File: src/sv/a64pcr_pkg.sv
package a64pcr_pkg;

    localparam int unsigned MaxWords = 7;
    localparam int unsigned QueueDepth = 2;

    localparam logic [31:0] OP_LDR_X17_8   = 32'h5800_0051;
    localparam logic [31:0] OP_BR_X17      = 32'hD61F_0220;
    localparam logic [31:0] OP_BLR_X17     = 32'hD63F_0220;
    localparam logic [31:0] OP_B_20        = 32'h1400_0005;
    localparam logic [31:0] OP_B_12        = 32'h1400_0003;
    localparam logic [31:0] OP_LDR_XD_8    = 32'h5800_0040;
    localparam logic [31:0] OP_LDR_XT_12   = 32'h5800_0060;
    localparam logic [31:0] OP_LDR_XT_XT   = 32'hF940_0000;
    localparam logic [31:0] OP_STP_X16_X17 = 32'hA93F_47F0;
    localparam logic [31:0] OP_LDR_X17_16  = 32'h5800_0091;
    localparam logic [31:0] OP_RESTORE_X17 = 32'hF85F_83F1;
    localparam logic [31:0] OP_LDR_S_X17   = 32'hBD40_0220;
    localparam logic [31:0] OP_LDR_D_X17   = 32'hFD40_0220;
    localparam logic [31:0] OP_LDR_Q_X17   = 32'h3DC0_0220;

    typedef enum logic [2:0] {
        CLS_OTHER,
        CLS_ADR,
        CLS_BRANCH,
        CLS_COND,
        CLS_LDR_X,
        CLS_LDR_VEC
    } cls_t;

    // One relocated instruction: the words of its sequence and the index of its last word.
    typedef struct packed {
        logic [MaxWords-1:0][31:0] words;
        logic [2:0]                last_idx;
    } entry_t;

endpackage

File: src/sv/a64pcr_front.sv
module a64pcr_front
    import a64pcr_pkg::*;
(
    input  logic [31:0] instr,
    input  logic [63:0] orig_pc,
    output entry_t      ent
);

    logic [4:0]  rd;
    logic [7:0]  top8;
    logic        is_adr;
    logic        is_b;
    logic        is_bc;
    logic        is_cb;
    logic        is_tb;
    logic        is_ldr;
    cls_t        cls;
    logic [63:0] base;
    logic [63:0] off;
    logic [63:0] target;
    logic [31:0] lit_ld;

    always_comb
    begin
        rd     = instr[4:0];
        top8   = instr[31:24];
        is_adr = (instr[28:24] == 5'b10000);
        is_b   = (instr[30:26] == 5'b00101);
        is_bc  = (top8 == 8'h54) && !instr[4];
        is_cb  = (instr[30:25] == 6'b011010);
        is_tb  = (instr[30:25] == 6'b011011);
        is_ldr = (top8 == 8'h18) || (top8 == 8'h58) || (top8 == 8'h98) ||
                 (top8 == 8'h1C) || (top8 == 8'h5C) || (top8 == 8'h9C);

        if (is_adr)
            cls = CLS_ADR;
        else if (is_b)
            cls = CLS_BRANCH;
        else if (is_bc || is_cb || is_tb)
            cls = CLS_COND;
        else if (is_ldr && (top8 == 8'h58))
            cls = CLS_LDR_X;
        else if (is_ldr)
            cls = CLS_LDR_VEC;
        else
            cls = CLS_OTHER;
    end

    // A single adder serves every class; only the base and the offset are selected.
    always_comb
    begin
        base = orig_pc;
        off  = {{43{instr[23]}}, instr[23:5], 2'b00};
        case (cls)
            CLS_ADR:
            begin
                if (instr[31])
                begin
                    base = {orig_pc[63:12], 12'h000};
                    off  = {{31{instr[23]}}, instr[23:5], instr[30:29], 12'h000};
                end
                else
                begin
                    off = {{43{instr[23]}}, instr[23:5], instr[30:29]};
                end
            end
            CLS_BRANCH:
            begin
                off = {{36{instr[25]}}, instr[25:0], 2'b00};
            end
            CLS_COND:
            begin
                if (is_tb)
                    off = {{48{instr[18]}}, instr[18:5], 2'b00};
            end
            default:
            begin
                off = {{43{instr[23]}}, instr[23:5], 2'b00};
            end
        endcase
        target = base + off;
    end

    always_comb
    begin
        if (top8 == 8'h1C)
            lit_ld = OP_LDR_S_X17 | {27'b0, rd};
        else if (top8 == 8'h5C)
            lit_ld = OP_LDR_D_X17 | {27'b0, rd};
        else
            lit_ld = OP_LDR_Q_X17 | {27'b0, rd};

        ent.words    = '0;
        ent.last_idx = 3'd0;
        case (cls)
            CLS_ADR:
            begin
                ent.words[0] = OP_LDR_XD_8 | {27'b0, rd};
                ent.words[1] = OP_B_12;
                ent.words[2] = target[31:0];
                ent.words[3] = target[63:32];
                ent.last_idx = 3'd3;
            end
            CLS_BRANCH:
            begin
                ent.words[0] = OP_LDR_X17_8;
                ent.words[1] = OP_B_12;
                ent.words[2] = target[31:0];
                ent.words[3] = target[63:32];
                ent.words[4] = instr[31] ? OP_BLR_X17 : OP_BR_X17;
                ent.last_idx = 3'd4;
            end
            CLS_COND:
            begin
                // The test keeps its condition and register, its offset becomes 8 bytes.
                if (is_tb)
                    ent.words[0] = (instr & 32'hFFF8_001F) | 32'h0000_0040;
                else
                    ent.words[0] = (instr & 32'hFF00_001F) | 32'h0000_0040;
                ent.words[1] = OP_B_20;
                ent.words[2] = OP_LDR_X17_8;
                ent.words[3] = OP_BR_X17;
                ent.words[4] = target[31:0];
                ent.words[5] = target[63:32];
                ent.last_idx = 3'd5;
            end
            CLS_LDR_X:
            begin
                ent.words[0] = OP_LDR_XT_12 | {27'b0, rd};
                ent.words[1] = OP_LDR_XT_XT | {22'b0, rd, rd};
                ent.words[2] = OP_B_12;
                ent.words[3] = target[31:0];
                ent.words[4] = target[63:32];
                ent.last_idx = 3'd4;
            end
            CLS_LDR_VEC:
            begin
                ent.words[0] = OP_STP_X16_X17;
                ent.words[1] = OP_LDR_X17_16;
                ent.words[2] = lit_ld;
                ent.words[3] = OP_RESTORE_X17;
                ent.words[4] = OP_B_12;
                ent.words[5] = target[31:0];
                ent.words[6] = target[63:32];
                ent.last_idx = 3'd6;
            end
            default:
            begin
                ent.words[0] = instr;
                ent.last_idx = 3'd0;
            end
        endcase
    end

endmodule

File: src/sv/a64pcr_queue.sv
module a64pcr_queue
    import a64pcr_pkg::*;
(
    input  logic   clk,
    input  logic   rst_n,
    input  logic   push,
    input  entry_t push_ent,
    output logic   can_push,
    input  logic   pop,
    output logic   head_valid,
    output entry_t head_ent
);

    localparam int unsigned PtrW = $clog2(QueueDepth);

    entry_t          mem_reg [QueueDepth];
    logic [PtrW-1:0] wr_ptr_reg;
    logic [PtrW-1:0] wr_ptr_next;
    logic [PtrW-1:0] rd_ptr_reg;
    logic [PtrW-1:0] rd_ptr_next;
    logic [PtrW:0]   cnt_reg;
    logic [PtrW:0]   cnt_next;
    logic            do_push;
    logic            do_pop;

    assign can_push   = (cnt_reg != (PtrW+1)'(QueueDepth));
    assign head_valid = (cnt_reg != '0);
    assign head_ent   = mem_reg[rd_ptr_reg];
    assign do_push    = push && can_push;
    assign do_pop     = pop && head_valid;

    always_comb
    begin
        wr_ptr_next = wr_ptr_reg;
        rd_ptr_next = rd_ptr_reg;
        cnt_next    = cnt_reg;
        if (do_push)
            wr_ptr_next = (wr_ptr_reg == PtrW'(QueueDepth - 1)) ? '0 : wr_ptr_reg + 1'b1;
        if (do_pop)
            rd_ptr_next = (rd_ptr_reg == PtrW'(QueueDepth - 1)) ? '0 : rd_ptr_reg + 1'b1;
        if (do_push && !do_pop)
            cnt_next = cnt_reg + 1'b1;
        else if (do_pop && !do_push)
            cnt_next = cnt_reg - 1'b1;
    end

    always_ff @(posedge clk or negedge rst_n)
    begin
        if (!rst_n)
        begin
            wr_ptr_reg <= '0;
            rd_ptr_reg <= '0;
            cnt_reg    <= '0;
        end
        else
        begin
            wr_ptr_reg <= wr_ptr_next;
            rd_ptr_reg <= rd_ptr_next;
            cnt_reg    <= cnt_next;
        end
    end

    always_ff @(posedge clk)
    begin
        if (do_push)
            mem_reg[wr_ptr_reg] <= push_ent;
    end

endmodule

File: src/sv/a64pcr_back.sv
module a64pcr_back
    import a64pcr_pkg::*;
(
    input  logic        clk,
    input  logic        rst_n,
    input  logic        head_valid,
    input  entry_t      head_ent,
    output logic        pop,
    output logic        out_valid,
    input  logic        out_ready,
    output logic [31:0] word,
    output logic [2:0]  word_index,
    output logic        last
);

    logic        out_valid_reg;
    logic        out_valid_next;
    logic [31:0] word_reg;
    logic [2:0]  index_reg;
    logic        last_reg;
    logic [2:0]  k_reg;
    logic [2:0]  k_next;
    logic        load;
    logic        at_last;

    // The output register reloads whenever it is empty or its word is being taken.
    assign load    = !out_valid_reg || out_ready;
    assign at_last = (k_reg == head_ent.last_idx);
    assign pop     = load && head_valid && at_last;

    always_comb
    begin
        out_valid_next = out_valid_reg;
        k_next         = k_reg;
        if (load)
        begin
            out_valid_next = head_valid;
            if (head_valid)
                k_next = at_last ? 3'd0 : k_reg + 3'd1;
        end
    end

    always_ff @(posedge clk or negedge rst_n)
    begin
        if (!rst_n)
        begin
            out_valid_reg <= 1'b0;
            k_reg         <= 3'd0;
        end
        else
        begin
            out_valid_reg <= out_valid_next;
            k_reg         <= k_next;
        end
    end

    always_ff @(posedge clk)
    begin
        if (load && head_valid)
        begin
            word_reg  <= head_ent.words[k_reg];
            index_reg <= k_reg;
            last_reg  <= at_last;
        end
    end

    assign out_valid  = out_valid_reg;
    assign word       = word_reg;
    assign word_index = index_reg;
    assign last       = last_reg;

endmodule

File: src/sv/arm64_pc_relative_relocator_core.sv
// Relocates one ARM64 instruction from its original address into a position-independent
// sequence of one to seven words, one word per output transfer, with last set on the
// final word. The front end classifies the instruction and computes its absolute target
// in the cycle it is accepted, then writes the complete sequence into a two-entry queue;
// the back end plays each queued sequence out through a registered output stage at one
// word per cycle while out_ready is high. An instruction is accepted in any cycle the
// queue has room, so the sustained rate is set by the output channel, which carries one
// word for a passed-through instruction, four for ADR and ADRP, five for B, BL and LDR X
// literal, six for conditional branches and seven for other literal loads. An accepted
// sequence passes through the queue and then the output register before its first word.
module arm64_pc_relative_relocator_core
    import a64pcr_pkg::*;
(
    input  logic        clk,
    input  logic        rst_n,
    input  logic        in_valid,
    output logic        in_ready,
    input  logic [31:0] instr,
    input  logic [63:0] orig_pc,
    output logic        out_valid,
    input  logic        out_ready,
    output logic [31:0] word,
    output logic [2:0]  word_index,
    output logic        last
);

    entry_t front_ent;
    entry_t head_ent;
    logic   can_push;
    logic   head_valid;
    logic   pop;

    assign in_ready = can_push;

    a64pcr_front u_front (
        .instr   (instr),
        .orig_pc (orig_pc),
        .ent     (front_ent)
    );

    a64pcr_queue u_queue (
        .clk        (clk),
        .rst_n      (rst_n),
        .push       (in_valid),
        .push_ent   (front_ent),
        .can_push   (can_push),
        .pop        (pop),
        .head_valid (head_valid),
        .head_ent   (head_ent)
    );

    a64pcr_back u_back (
        .clk        (clk),
        .rst_n      (rst_n),
        .head_valid (head_valid),
        .head_ent   (head_ent),
        .pop        (pop),
        .out_valid  (out_valid),
        .out_ready  (out_ready),
        .word       (word),
        .word_index (word_index),
        .last       (last)
    );

endmodule

File: config.mk
export PLATFORM = sky130hd
export DESIGN_NAME = arm64_pc_relative_relocator_core
export DESIGN_NICKNAME = d
export VERILOG_FILES = /design/src/sv/a64pcr_pkg.sv /design/src/sv/a64pcr_front.sv /design/src/sv/a64pcr_queue.sv /design/src/sv/a64pcr_back.sv /design/src/sv/arm64_pc_relative_relocator_core.sv
export SDC_FILE = /design/constraint.sdc
export NUM_CORES = 1
export LEC_CHECK = 0
export BUFFER_PORTS_ARGS = -buffer_cell sky130_fd_sc_hd__buf_2
export CELL_PAD_IN_SITES_DETAIL_PLACEMENT = 1
export CELL_PAD_IN_SITES_GLOBAL_PLACEMENT = 2
export CORE_MARGIN = 3
export CORE_UTILIZATION = 46
export DETAILED_ROUTE_END_ITERATION = 7
export PLACE_DENSITY_LB_ADDON = 0.25
export SLEW_MARGIN = 10
export SYNTH_ARGS = -nofsm -noshare
export SYNTH_HDL_FRONTEND = slang
export SYNTH_SLANG_ARGS = --single-unit
File: constraint.sdc
create_clock -name clk -period 25 [get_ports clk]
set_input_delay 1.25 -clock clk [delete_from_list [all_inputs] [get_ports clk]]
set_output_delay 1.25 -clock clk [all_outputs]
set_load 0.02 [all_outputs]
# After elaboration in Yosys (flattened, before gate mapping)
# Memory sizes are Yosys's and may differ from the RTL's.
# Index checks and enable logic that the tools add are counted.
# word_totals
out_inout_bits	38
inputBits	100
n_memories	1
mem_bits_rw	454
ff_bits	44
# op_classes
n_lt_le_gt_ge	1
n_reduce_logical	24
add_sub_neg	6
mux	28
eq_ne	18
# memory_table
name	words	word_bits	rd	rd_ports_with_merged_regs	write_ports	line	source
u_queue.mem_reg	2	227	1	0	1	a64pcr_queue.sv:16	entry_t mem_reg [QueueDepth];
# ops
op	count
$pmux 96 s4	1
$pmux 64 s3	1
$pmux 35 s5	1
$mux 32	5
$pmux 32 s4	1
$bmux 32 s3	1
$add 64x64->64	1
$mux 64	1
$pmux 32 s2	1
$eq 8x7->1 const B	3
$mux 12	2
$mux 24	1
$mux 22	1
$mux 3	6
$eq 8x5->1 const B	2
$eq 8x8->1 const B	2
$eq 6x5->1 const B	2
$logic_and 1x1->1	8
$logic_or 1x1->1	8
$eq 3x2->1 const B	2
$eq 3x3->1 const B	2
$eq 5x3->1 const B	1
$eq 5x5->1 const B	1
$logic_not 1->1	4
other kinds (13)	19

# Depth between registers and ports, before layout
# depth
ltp_word	15
depth_mapped	20

# Modules after synthesis
# From an unflattened synthesis, not the netlist that was laid out.
# hier_totals
hier_cells	2091
hier_area_um2	26609.3
# modules_own_cells
mod	n_inst	area_per_inst_um2	cells_each	seq_area_each_um2
a64pcr_queue	1	16661.0	724	13733.2
a64pcr_front	1	6820.3	1090	0.0
a64pcr_back	1	3128.0	277	1181.1

# Least setup slack after synthesis
# OpenSTA, ideal clock, no wires.
# synth_path
path_kind	input to register
start	input in_valid
end	memory u_queue.mem_reg[0][0] (netlist name), enable pin
setup_ns	0.780
setup_slack_ns	14.252
n_path_buf	0
arrival_ns	9.968
cell_stages	2
t_required_ns	24.220
cell_sequence	nand2_1 nor2_1
# synth_via
elab_chain_cells	3
# synth_rtl
item	line	source
start, declared	arm64_pc_relative_relocator_core.sv:16	input logic in_valid,
$logic_and 1x1->1	a64pcr_queue.sv:29	assign do_push = push && can_push;
$mux 1	a64pcr_queue.sv:65	if (do_push)
$mux 1 (implied by the code)	a64pcr_queue.sv:66	mem_reg[wr_ptr_reg] <= push_ent;
end, declared	a64pcr_queue.sv:16	
# Every way passes these cells.

==> qor.csv <==
metric;value;unit
outcome;complete, no violations;
drv_slew;0;
cts_tree;yes;
io_pins;138;
gp_congestion;0.9555;
sw_frac_of_total;0.3598;
max_slew_margin;0.1250;
core-area;51510;um^2
synth_top_cell_by_area;edfxtp_1;
max_freq;138.2;MHz
areaGrowthSynthToFinish;10.27;%
clk_path_buf_depth;3;
synth_seq_area_share;0.5731;
initial_core_util;0.4666;
cp.required;25220;ps
ir_drop;0.09704;mV
sequentialPowerShare;0.420;
seq_area;13780;um^2
drt-initial-drc-count;1662;
final_common_cell;edfxtp_1;
synth-edff-count;452;
crit_start;instr[31];
final.setup.tns;0;ps
arrival;7450;ps
via_per_inst;6.409;
ys_ff_latch;460;
synth-async-reset-ratio;0.01739;
timing.rr.start;u_queue.cnt_reg[0];
route.detailed.drc;0;
ctsHoldBuffers;0;
grt_use_total;0.2922;
worst_pin_slew;1303;ps
rows;83;
post-cts-setup-buffer-count;0;
layout_setup_ws;17760;ps
fin_nets;2167;
gr-total-overflow;0;
rsz0062_at_grt;no;
clk_pin_slew_worst_paths;60;ps
antenna_found_initial;3;
skew;24.02;ps
hold_class;reg -> reg;
firstDrtPassIters;5;
hold_violations;0;
netlist_area;24030;um^2
n_antenna_cell;0;
io_buffers;137;
die_height;234.6;um
dieWidth;234.6;um
min_period_over_period;0.2894;
pwr-share-comb;0.359;
wirelength;80730;um
multi_input_area;9538;um^2
pwr_density_cell;104.4;nW/um^2
grt_pass1_vias;17850;
critPathLaunchType;primary input;
instances_no_fill;2713;
dpl.hpwl;57850;um
ant_nets;0;
synth_top_area_frac;0.5648;
dpl-instance-area;25220;um^2
synthDistinctLibCells;84;
die-area;55030;um^2
clkPwrFrac;0.220;
post_cts_resize_count;0;
setup_violations;0;
worstSetupPathType;in -> reg;
cts_sinks;460;
cts_buffers;45;
grt_pass1_wl;118300;um
p_switching;995.9;uW
syn_inst;1911;
preCtsSetupSlack;17380;ps
yosys-top-cells-area;edfxtp_1, mux4_2, ha_1;
drive_gt1_frac;0.1717;
cap_violations;0;
leakagePower;0.009667;uW
layout_min_cycle_time;7236;ps
final_cell_mix;edfxtp_1, nand2_1, nor2_1, buf_2, a21oi_1;
p_int;1772;uW
nFillCells;5347;
synth_fp_nets;2079;
wl_per_cell;29.76;um
syn_avg_cell_area;12.58;um^2
htreeDepth;2;
dp_cells;2632;
grt_max_degree;118;
min-delay-start;u_back.out_valid;
synthFlopType;edfxtp_1;
vias;17390;
root_buffer;clkbuf_16;
insertion_delay;550;ps
end_kind;flop;
largest_reg_flops;416;
ys_warn_count;0;
design_area;26500;um^2
crit_fanout;14;
## final cells by class
cell class | count | share of cell area
flip-flops and latches | 460 | 0.5199
well taps | 680 | 0.03210
clock inverters | 22 | 0.003777
repair buffers | 165 | 0.03428
inverters | 39 | 0.005524
clock buffers | 59 | 0.04447
multi-input cells | 1288 | 0.3599
## metrics by stage
step,hold WS (ps),total power (uW),utilization
after floorplan,451.2,1854,-
after global placement,484.3,2140,0.4897
after detailed placement,491.5,2172,0.4897
after CTS,507.5,2777,0.5145
after global routing,525.0,2889,0.5145
final,497.1,2768,0.5145
## power groups by stage
stage / Sequential, uW / Clock [uW] / Combinational, uW
global route: 1180 / 647 / 1060
detailed placement: 1180 / 0 / 992
CTS: 1160 / 617 / 995
floorplan: 1240 / 0 / 619
global placement: 1160 / 0 / 977
finish: 1160 / 610 / 995
## kinds of logic after synthesis
group,count (synthesis),share of synthesized area
buffers and inverters,163,0.03176
xor gates and xnor gates,67,0.02442
DFF,460,0.5731
adders and majority gates,68,0.03571
muxes,144,0.09970
and+or+nand+nor,487,0.09324
AOI/OAI and AO/OA,522,0.1421
## worst paths after layout
check	slack, ps	to	depth (start not counted)
max in group asynchronous	24280	u_queue.rd_ptr_reg	1
setup / recovery	17760	u_queue.mem_reg[1][116]	17
hold reg to reg	500	u_back.out_valid	2
min in group asynchronous	530	u_back.k_reg[2]	1
hold / removal	500	u_back.out_valid	2
setup reg to reg	20480	u_queue.mem_reg[0][144]	6
## worst max-delay path, cell delays in order
cell	delay, ps
buf_2	180
inv_1	230
nand2_1	170
or4b_1	560
o31ai_2	560
nor2_1	220
nor2_1	690
a31oi_1	250
ha_1	570
nand2_1	160
o21ai_0	550
a21oi_1	260
o221ai_1	430
o22ai_2	220
o41ai_2	380
xnor2_1	480
o221ai_1	270
## metal layers
metal	vias to the layer above	track usage	wire length (um)
li1	7606	-	-
met5	-	0	13
met3	111	0.03800	5443
met4	2	0.08289	2407
met1	8969	0.3981	33300
met2	700	0.4943	39560
## synthesized netlist by cell type (18+ instances only)
master	instances
and2_1	30
xnor2_1	38
a21o_1	33
nand2_1	175
a31oi_1	19
a21oi_1	137
nand3_1	29
nor2_1	148
clkbuf_1	80
mux4_2	74
edfxtp_1	452
inv_1	36
mux2i_1	47
xor2_1	29
mux2_2	23
o21ai_0	109
o22ai_1	50
o21bai_1	19
ha_1	67
o221ai_1	32
a221oi_1	18
nand4_1	31
Power figures use the tool's default switching activity.
